--- config.mk ---
export PLATFORM = sky130hd
export DESIGN_NAME = yuyv_to_rgb_bgr_gray
export DESIGN_NICKNAME = d
export VERILOG_FILES = /design/src/hw/rtl/yrgb_pkg.sv /design/src/hw/rtl/yrgb_convert.sv /design/src/hw/rtl/yuyv_to_rgb_bgr_gray.sv
export SDC_FILE = /design/constraint.sdc
export NUM_CORES = 1
export LEC_CHECK = 0
export ABC_AREA = 1
export BUFFER_PORTS_ARGS = -buffer_cell sky130_fd_sc_hd__buf_4
export CORE_MARGIN = 2
export CORE_UTILIZATION = 35
export DETAILED_ROUTE_END_ITERATION = 8
export GPL_ROUTABILITY_DRIVEN = 0
export GPL_TIMING_DRIVEN = 0
export REMOVE_ABC_BUFFERS = 1
export SLEW_MARGIN = 5
export SYNTH_ARGS = -nofsm -noshare
export SYNTH_HDL_FRONTEND = slang
export SYNTH_SLANG_ARGS = --single-unit
--- constraint.sdc ---
create_clock -name clk -period 13.5 [get_ports clk]
set_input_delay 1.35 -clock clk [delete_from_list [all_inputs] [get_ports clk]]
set_output_delay 1.35 -clock clk [all_outputs]
set_load 0.1 [all_outputs]
--- src/hw/rtl/yrgb_pkg.sv ---
// Shared types, constants and helpers for the YUYV to RGB/BGR/grey converter.
`timescale 1ns / 1ps

package yrgb_pkg;

	// Output format codes held in the mode register.
	localparam logic [1:0] MODE_RGB  = 2'd0;
	localparam logic [1:0] MODE_BGR  = 2'd1;
	localparam logic [1:0] MODE_GREY = 2'd2;

	// Chroma coefficients, eight fractional bits.
	localparam logic signed [16:0] K_CB   = 17'sd454;
	localparam logic signed [16:0] K_CR   = 17'sd359;
	localparam logic signed [16:0] K_CG_U = 17'sd88;
	localparam logic signed [16:0] K_CG_V = 17'sd183;

	// Upper end of a component.
	localparam logic [7:0] COMP_MAX = 8'd255;

	// One output pixel, three components in output order.
	typedef struct packed {
		logic [7:0] c0;
		logic [7:0] c1;
		logic [7:0] c2;
	} pixel_t;

	// Clamp a signed sum of luma and chroma term to 0..255.
	function automatic logic [7:0] clamp_byte(input logic signed [10:0] v);
		logic [7:0] r;
		if (v[10]) begin
			r = 8'd0;
		end else if (v[9:8] != 2'b00) begin
			r = COMP_MAX;
		end else begin
			r = v[7:0];
		end
		return r;
	endfunction

endpackage

--- src/hw/rtl/yrgb_convert.sv ---
// Combinational color conversion of one YUYV macropixel into two output pixels.
`timescale 1ns / 1ps

module yrgb_convert (
	input  logic [1:0]      mode,
	input  logic [7:0]      luma_a,
	input  logic [7:0]      chroma_b,
	input  logic [7:0]      luma_b,
	input  logic [7:0]      chroma_r,
	output yrgb_pkg::pixel_t pix0,
	output yrgb_pkg::pixel_t pix1
);
	import yrgb_pkg::*;

	logic signed [7:0]  u_off;
	logic signed [7:0]  v_off;
	logic signed [16:0] u_x;
	logic signed [16:0] v_x;
	logic signed [16:0] prod_cb;
	logic signed [16:0] prod_cr;
	logic signed [16:0] sum_cg;
	logic signed [10:0] cb;
	logic signed [10:0] cr;
	logic signed [10:0] cg;
	logic signed [10:0] y0_x;
	logic signed [10:0] y1_x;

	// Removing the 128 offset is an inversion of the top bit.
	assign u_off = {~chroma_b[7], chroma_b[6:0]};
	assign v_off = {~chroma_r[7], chroma_r[6:0]};
	assign u_x   = 17'(u_off);
	assign v_x   = 17'(v_off);

	// Chroma products; all fit in 17 signed bits.
	assign prod_cb = u_x * K_CB;
	assign prod_cr = v_x * K_CR;
	assign sum_cg  = u_x * K_CG_U + v_x * K_CG_V;

	// Dropping the low eight bits of a two's complement value floors it.
	assign cb = 11'($signed(prod_cb[16:8]));
	assign cr = 11'($signed(prod_cr[16:8]));
	assign cg = 11'($signed(sum_cg[16:8]));

	assign y0_x = $signed({3'b000, luma_a});
	assign y1_x = $signed({3'b000, luma_b});

	// Component order per mode; the top mode bit selects grey.
	function automatic pixel_t build_pixel(input logic [1:0] m,
	                                       input logic signed [10:0] y,
	                                       input logic [7:0] y_raw,
	                                       input logic signed [10:0] t_cr,
	                                       input logic signed [10:0] t_cg,
	                                       input logic signed [10:0] t_cb);
		pixel_t     p;
		logic [7:0] r;
		logic [7:0] g;
		logic [7:0] b;
		r = clamp_byte(y + t_cr);
		g = clamp_byte(y - t_cg);
		b = clamp_byte(y + t_cb);
		case (m)
			MODE_RGB: begin
				p = '{c0: r, c1: g, c2: b};
			end
			MODE_BGR: begin
				p = '{c0: b, c1: g, c2: r};
			end
			default: begin
				p = '{c0: y_raw, c1: 8'd0, c2: 8'd0};
			end
		endcase
		return p;
	endfunction

	assign pix0 = build_pixel(mode, y0_x, luma_a, cr, cg, cb);
	assign pix1 = build_pixel(mode, y1_x, luma_b, cr, cg, cb);

endmodule

--- src/hw/rtl/yuyv_to_rgb_bgr_gray.sv ---
// Top level: YUYV macropixel to two RGB, BGR or grey pixels, two-stage pipeline.
//
// Input channel: in_valid with luma_first, chroma_blue, luma_second, chroma_red
// and frame_end_in; a beat is taken at a clock edge where in_valid is high and
// in_stall is low. Output channel: out_valid with p0_comp*, p1_comp* and
// frame_end_out; a beat leaves where out_valid is high and out_stall is low.
// Configuration: cfg_valid/cfg_ready with cfg_data[1:0] sets the output mode
// (RGB, BGR, grey; the code 3 acts as grey). cfg_ready is always high; the
// mode is meant to change only while no beat is in flight.
// An accepted input beat passes through the input register, then the
// conversion logic into the output register, and leaves as its output beat.
// Throughput is one macropixel per cycle while the receiver does not stall,
// set by the single pass of the conversion logic between the two registers.
// When the receiver stalls, the output register holds its beat and the input
// register takes one more beat if it is empty; after that in_stall rises until
// the output drains. Reset empties both stages and sets the mode to RGB.
`timescale 1ns / 1ps

module yuyv_to_rgb_bgr_gray (
	input  logic       clk,
	input  logic       arst_n,
	input  logic       cfg_valid,
	output logic       cfg_ready,
	input  logic [1:0] cfg_data,
	input  logic       in_valid,
	output logic       in_stall,
	input  logic [7:0] luma_first,
	input  logic [7:0] chroma_blue,
	input  logic [7:0] luma_second,
	input  logic [7:0] chroma_red,
	input  logic       frame_end_in,
	output logic       out_valid,
	input  logic       out_stall,
	output logic [7:0] p0_comp0,
	output logic [7:0] p0_comp1,
	output logic [7:0] p0_comp2,
	output logic [7:0] p1_comp0,
	output logic [7:0] p1_comp1,
	output logic [7:0] p1_comp2,
	output logic       frame_end_out
);
	import yrgb_pkg::*;

	logic [1:0] mode_q;
	logic       valid_s1;
	logic       valid_s2;
	logic [7:0] luma_a_s1;
	logic [7:0] chroma_b_s1;
	logic [7:0] luma_b_s1;
	logic [7:0] chroma_r_s1;
	logic       frame_end_s1;
	pixel_t     pix0_s2;
	pixel_t     pix1_s2;
	logic       frame_end_s2;
	pixel_t     pix0_c;
	pixel_t     pix1_c;
	logic       adv_s2;
	logic       take_in;

	// Mode register write.
	assign cfg_ready = 1'b1;

	always_ff @(posedge clk or negedge arst_n) begin
		if (!arst_n) begin
			mode_q <= MODE_RGB;
		end else if (cfg_valid && cfg_ready) begin
			mode_q <= cfg_data;
		end
	end

	// Pipeline flow control.
	assign adv_s2   = !valid_s2 || !out_stall;
	assign in_stall = valid_s1 && !adv_s2;
	assign take_in  = in_valid && !in_stall;

	always_ff @(posedge clk or negedge arst_n) begin
		if (!arst_n) begin
			valid_s1 <= 1'b0;
			valid_s2 <= 1'b0;
		end else begin
			if (take_in) begin
				valid_s1 <= 1'b1;
			end else if (adv_s2) begin
				valid_s1 <= 1'b0;
			end
			if (adv_s2) begin
				valid_s2 <= valid_s1;
			end
		end
	end

	// Input register.
	always_ff @(posedge clk) begin
		if (take_in) begin
			luma_a_s1    <= luma_first;
			chroma_b_s1  <= chroma_blue;
			luma_b_s1    <= luma_second;
			chroma_r_s1  <= chroma_red;
			frame_end_s1 <= frame_end_in;
		end
	end

	// Conversion logic.
	yrgb_convert u_convert (
		.mode     (mode_q),
		.luma_a   (luma_a_s1),
		.chroma_b (chroma_b_s1),
		.luma_b   (luma_b_s1),
		.chroma_r (chroma_r_s1),
		.pix0     (pix0_c),
		.pix1     (pix1_c)
	);

	// Output register.
	always_ff @(posedge clk) begin
		if (adv_s2 && valid_s1) begin
			pix0_s2      <= pix0_c;
			pix1_s2      <= pix1_c;
			frame_end_s2 <= frame_end_s1;
		end
	end

	assign out_valid     = valid_s2;
	assign p0_comp0      = pix0_s2.c0;
	assign p0_comp1      = pix0_s2.c1;
	assign p0_comp2      = pix0_s2.c2;
	assign p1_comp0      = pix1_s2.c0;
	assign p1_comp1      = pix1_s2.c1;
	assign p1_comp2      = pix1_s2.c2;
	assign frame_end_out = frame_end_s2;

endmodule
## Word-level counts from Yosys, hierarchy flattened

Index checks and enable logic that the tools add are counted.

| word-level totals | value |
|---|---|
| register bits | 86 |
| input bits | 40 |
| output and inout bits | 52 |
| logic and storage cells | 61 |

| cells by class | value |
|---|---|
| $add $sub $neg | 7 |
| multipliers | 4 |
| eq/ne operators | 1 |
| muxes and demuxes | 16 |
| bitwise operators | 2 |
| reductions and logical operators | 16 |

Operator list:

| kind | number |
|---|---|
| $mux 8 | 12 |
| $pmux 24 s2 | 2 |
| $add 9x9->10 | 4 |
| $sub 9x9->10 | 2 |
| $add 16x17->17 | 1 |
| $mul 8x10->17 const B | 1 |
| $mul 8x9->17 const B | 1 |
| $mul 8x9->16 const B | 1 |
| $reduce_bool 2->1 | 7 |
| $mul 8x5->13 const B | 1 |
| $logic_not 1->1 | 4 |
| $logic_and 1x1->1 | 3 |
| $eq 2x1->1 const B | 1 |
| $logic_not 2->1 | 1 |
| $mux 1 | 2 |
| $not 1->1 | 2 |
| $logic_or 1x1->1 | 1 |

## Logic depth before layout (Yosys ltp)

| logic depth | value |
|---|---|
| depth in word-level cells | 8 |
| mapped depth | 35 |
| mapped depth without buffers | 35 |

## Modules after synthesis

A second synthesis with hierarchy kept.

| second synthesis, totals | value |
|---|---|
| cell total of the unflattened synthesis | 1165 |
| area, all modules | 10282.4 um2 |

By module, submodules not included:

| module | instances | cells an instance | area each (um2) | seq. area each (um2) |
|---|---|---|---|---|
| yrgb_convert | 1 | 1061 | 7638.6 | 0.0 |
| yuyv_to_rgb_bgr_gray | 1 | 104 | 2643.8 | 2562.5 |

## Worst setup path after synthesis

No wires, ideal clock.

| timing | value |
|---|---|
| kind | reg2reg |
| start | register chroma_b_s1[1] |
| end | register pix0_s2 (netlist bit p0_comp1[0]) (data pin) |
| setup time | 0.250 ns |
| data arrival time | 6.653 ns |
| data required time | 13.250 ns |
| slack | 6.598 ns |
| stages on the path, launching flop included | 35 |
| path buffers | 0 |
| clock period less this slack | 6.902 ns |
| cell sequence | edfxtp_1 > ha_1 > fa_1 > ha_1 > a21oi_1 > inv_1 > a31oi_1 > xnor2_1 > ha_1 > inv_1 > fa_1 > fa_1 > inv_1 > fa_1 > ha_1 > ha_1 > nand2_1 > inv_2 > nand2_1 > nand2_1 > o21bai_1 > a21oi_1 > xor2_1 > ha_1 > nand2_1 > o21ai_0 > a21oi_1 > o21ai_0 > nand3_1 > nand2_1 > nand2_1 > nand3_2 > nand3_1 > nand2_1 > inv_1 |

RTL lines:

| what | RTL line | RTL |
|---|---|---|
| start: declaration | yuyv_to_rgb_bgr_gray.sv:48 | `logic [7:0] chroma_b_s1;` |
| start signal: assignment | yuyv_to_rgb_bgr_gray.sv:96 | `chroma_b_s1 <= chroma_blue;` |
| end signal: assignment | yuyv_to_rgb_bgr_gray.sv:117 | `pix0_s2 <= pix0_c;` |
| end: declaration | yuyv_to_rgb_bgr_gray.sv:52 | `pixel_t pix0_s2;` |

==> results.sh <==
export IMPL_run_status="finished clean"
export IMPL_floorplan_rows=62
export IMPL_drtAntennaViolNets=0
export IMPL_dieWidth_um=176
export IMPL_cts_resized_gates=0
export IMPL_grt_total_usage_pct=15.5
export IMPL_leading_cell_type_in_the_layout_fill_and_taps_excluded="sky130_fd_sc_hd__inv_1"
export IMPL_layout_worst_path_cycle_share_pct=57.2
export IMPL_max_cap_viol_count=0
export IMPL_worst_pin_slew_ps=995
export IMPL_crit_start_category="flop"
export IMPL_post_drt_via_cell_ratio=4.82
export IMPL_cts_clk_slew_worst_paths_ps=80
export IMPL_arrival_ps=7840
export IMPL_cts_buffer_depth=2
export IMPL_synthMuxAreaShare_pct=0.109
export IMPL_initial_antenna_violation_count=0
export IMPL_clock_skew_final_ps=15.4
export IMPL_finalWorstPathRequiredPeriod_ps=7720
export IMPL_area_enclosed_by_the_die_boundary_um2=30800
export IMPL_rsz_0062_raised_after_global_routing="false"
export IMPL_postSynthCellCount=1163
export IMPL_synth_top_cell_by_area="sky130_fd_sc_hd__edfxtp_1"
export IMPL_synth_top_family_by_area="adder cells"
export IMPL_cts_root_buf="sky130_fd_sc_hd__clkbuf_16"
export IMPL_grt_pass1_vias=7550
export IMPL_cts_htree_levels=3
export IMPL_min_delay_path_class="reg2reg"
export IMPL_detail_route_drc_violations=0
export IMPL_die_h_um=176
export IMPL_clock_tree_from_tritoncts="yes"
export IMPL_synthTopCellsByArea="sky130_fd_sc_hd__edfxtp_1, sky130_fd_sc_hd__ha_1, sky130_fd_sc_hd__fa_1, sky130_fd_sc_hd__inv_1, sky130_fd_sc_hd__nand3_1"
export IMPL_grt_first_pass_wirelength_um=38000
export IMPL_fin_setup_tns_ps=0
export IMPL_report_final_hold_viol_count=0
export IMPL_crit_fanout=5
export IMPL_synth_simple_area_share_pct=18.5
export IMPL_startpoint="chroma_b_s1[0]$_DFFE_PP_"
export IMPL_syn_to_final_growth_pct=14.1
export IMPL_pre_cts_slack_ps=5810
export IMPL_layout_drive_gt1_share_pct=11.9
export IMPL_dr_first_iter_drc_count=400
export IMPL_timing_final_max_slew_violations=0
export IMPL_post_route_worst_setup_slack_ps=5780
export IMPL_worst_skew_pair_late_latency_ps=350
export IMPL_synthesis_yosys_warnings=0
export IMPL_post_dp_hpwl_um=19800
export IMPL_most_frequently_used_flop_master_after_synthesis="sky130_fd_sc_hd__edfxtp_1"
export IMPL_worst_ep_required_time_ps=13620
export IMPL_max_stage_delay_ps=570
export IMPL_syn_area_um2=10300
export IMPL_synth_seq_cells=86
export IMPL_drt_first_pass_iters=6
export IMPL_final_nets=1545
export IMPL_drt_wl_total_um=23400
export IMPL_ys_seq_area_share_pct=24.9
export IMPL_area_of_the_placeable_core_um2=28900
export IMPL_crit_slowest_cell="sky130_fd_sc_hd__edfxtp_1"
export IMPL_initial_core_util_pct=35.7
export IMPL_synth_adder_area_share_pct=35.1
export IMPL_cts_sinks=86
export IMPL_layout_common_cells="sky130_fd_sc_hd__inv_1, sky130_fd_sc_hd__ha_1, sky130_fd_sc_hd__nand2_1"
export IMPL_synth_async_reset_ratio_pct=4.65
export IMPL_synthDistinctLibCells=47
export IMPL_hp_start="frame_end_s1$_DFFE_PP_"
export IMPL_i_o_pin_total=92
export IMPL_cts_post_setup_buffers_inserted=0
export IMPL_numCtsBuffers=9
export IMPL_cts_hold_fix_buffers=0
export IMPL_synth_compound_gate_area_share_pct=6.71
export IMPL_setup_worst_path_class="reg2reg"
export IMPL_worst_r2r_startpoint="chroma_b_s1[0]$_DFFE_PP_"
export IMPL_port_buffer_count=90
export IMPL_antenna_cells=0
export IMPL_overflow=0
export IMPL_slew_headroom_pct=33.6
export IMPL_synth_area_per_cell_um2=8.86
export IMPL_achievable_clock_frequency_ghz=0.129
export IMPL_synth_top_area_share_pct=23.9
export IMPL_synth_edf_count=82
export IMPL_setup_worst_path_end_class="flop"
export IMPL_wire_per_inst_um=14.3
export IMPL_grt_start_max_net_pins=31
export IMPL_detailroute_via_count=7916
export IMPL_synth_xor_area_share_pct=5.95
export IMPL_finalSetupViolCount=0
critical path, delay by kind of cell (launching register included):
kind,cells,cell delay [ps]
buffers and inverters,6,390
adder cells (fa/ha/maj),10,4060
AO/OA/AOI/OAI,4,860
XOR/XNOR,2,680
AND/OR/NAND/NOR,11,940
flip-flops,1,570
flip-flops by register name, indices dropped and copies added, names as in the netlist, 2 cells and up:
signal	count
chroma_b_s1	8
chroma_r_s1	8
luma_a_s1	8
luma_b_s1	8
p0_comp0	8
p0_comp1	8
p0_comp2	8
p1_comp0	8
p1_comp1	8
p1_comp2	8
mode_q	2
stage by stage:
stage | utilization (%) | instance area (um2) | hold slack [ps] | cells
after global routing | 40.7 | 11800 | 447 | 1643
after floorplan | - | 10200 | 400 | 1149
after CTS | 40.7 | 11800 | 450 | 1643
after detailed placement | 39.8 | 11500 | 432 | 1627
final | 40.7 | 11800 | 446 | 1643
after global placement | 39.5 | 11400 | 401 | 1623
cells by family (layout without fill, tap and decap cells):
logic type / after synthesis / in the layout
other cells: 1 / 1
buf+inv: 236 / 332
fa+ha+maj: 251 / 251
mux: 1 / 1
flops: 86 / 86
simple gates: 401 / 401
compound gates: 117 / 117
xor+xnor: 70 / 70
routing by layer:
| layer | up-vias | GRT usage, % | part of all wire (%) |
|---|---|---|---|
| li1 | 4055 | - | - |
| met1 | 3707 | 21.5 | 49 |
| met3 | 17 | 2.27 | 3.2 |
| met5 | - | 0 | 0 |
| met2 | 137 | 25.6 | 46 |
| met4 | 0 | 3.51 | 1.3 |
cell usage after synthesis, types with 3 or more instances:
library cell               count
sky130_fd_sc_hd__nor3_1        4
sky130_fd_sc_hd__nor2_1       31
sky130_fd_sc_hd__edfxtp_1     82
sky130_fd_sc_hd__clkbuf_1      7
sky130_fd_sc_hd__inv_1       220
sky130_fd_sc_hd__a211oi_1      3
sky130_fd_sc_hd__nand2_4       6
sky130_fd_sc_hd__nand2_1     172
sky130_fd_sc_hd__nand3b_1      6
sky130_fd_sc_hd__o211ai_1      4
sky130_fd_sc_hd__dfrtp_1       4
sky130_fd_sc_hd__a31oi_1       3
sky130_fd_sc_hd__nand3_1     149
sky130_fd_sc_hd__nand4_1       6
sky130_fd_sc_hd__ha_1        188
sky130_fd_sc_hd__xor2_1       38
sky130_fd_sc_hd__o21ai_0      15
sky130_fd_sc_hd__o31ai_1       3
sky130_fd_sc_hd__fa_1         63
sky130_fd_sc_hd__buf_4         3
sky130_fd_sc_hd__a21oi_1      68
sky130_fd_sc_hd__nand3_2      10
sky130_fd_sc_hd__o21bai_1      4
sky130_fd_sc_hd__a21o_1        8
sky130_fd_sc_hd__nand2_2       7
sky130_fd_sc_hd__xnor2_1      32
worst paths after layout:
kind	slack [ps]	endpoint	cells past startpoint
max in group asynchronous	12610	valid_s1$_DFFE_PN0P_	1
worst min-delay path	450	frame_end_out$_DFFE_PP_	0
min in group asynchronous	790	out_valid$_DFFE_PN0N_	1
worst min register to register	450	frame_end_out$_DFFE_PP_	0
worst max register to register	5780	p1_comp1[7]$_DFFE_PP_	33
worst max-delay path	5780	p1_comp1[7]$_DFFE_PP_	33
layout make-up:
class                           count  area, um2
Clock buffer                        9        225
Clock inverter                      7       55.1
Fill cell                        2876      17100
Inverter                          222        833
Multi-Input combinational cell    841       6850
Sequential cell                    86       2560
Tap cell                          384        480
Timing Repair Buffer               94        746
Power is left out: the tool's default activity adds up to more than one toggle a clock period on the data nets, which glitch-free logic cannot reach.
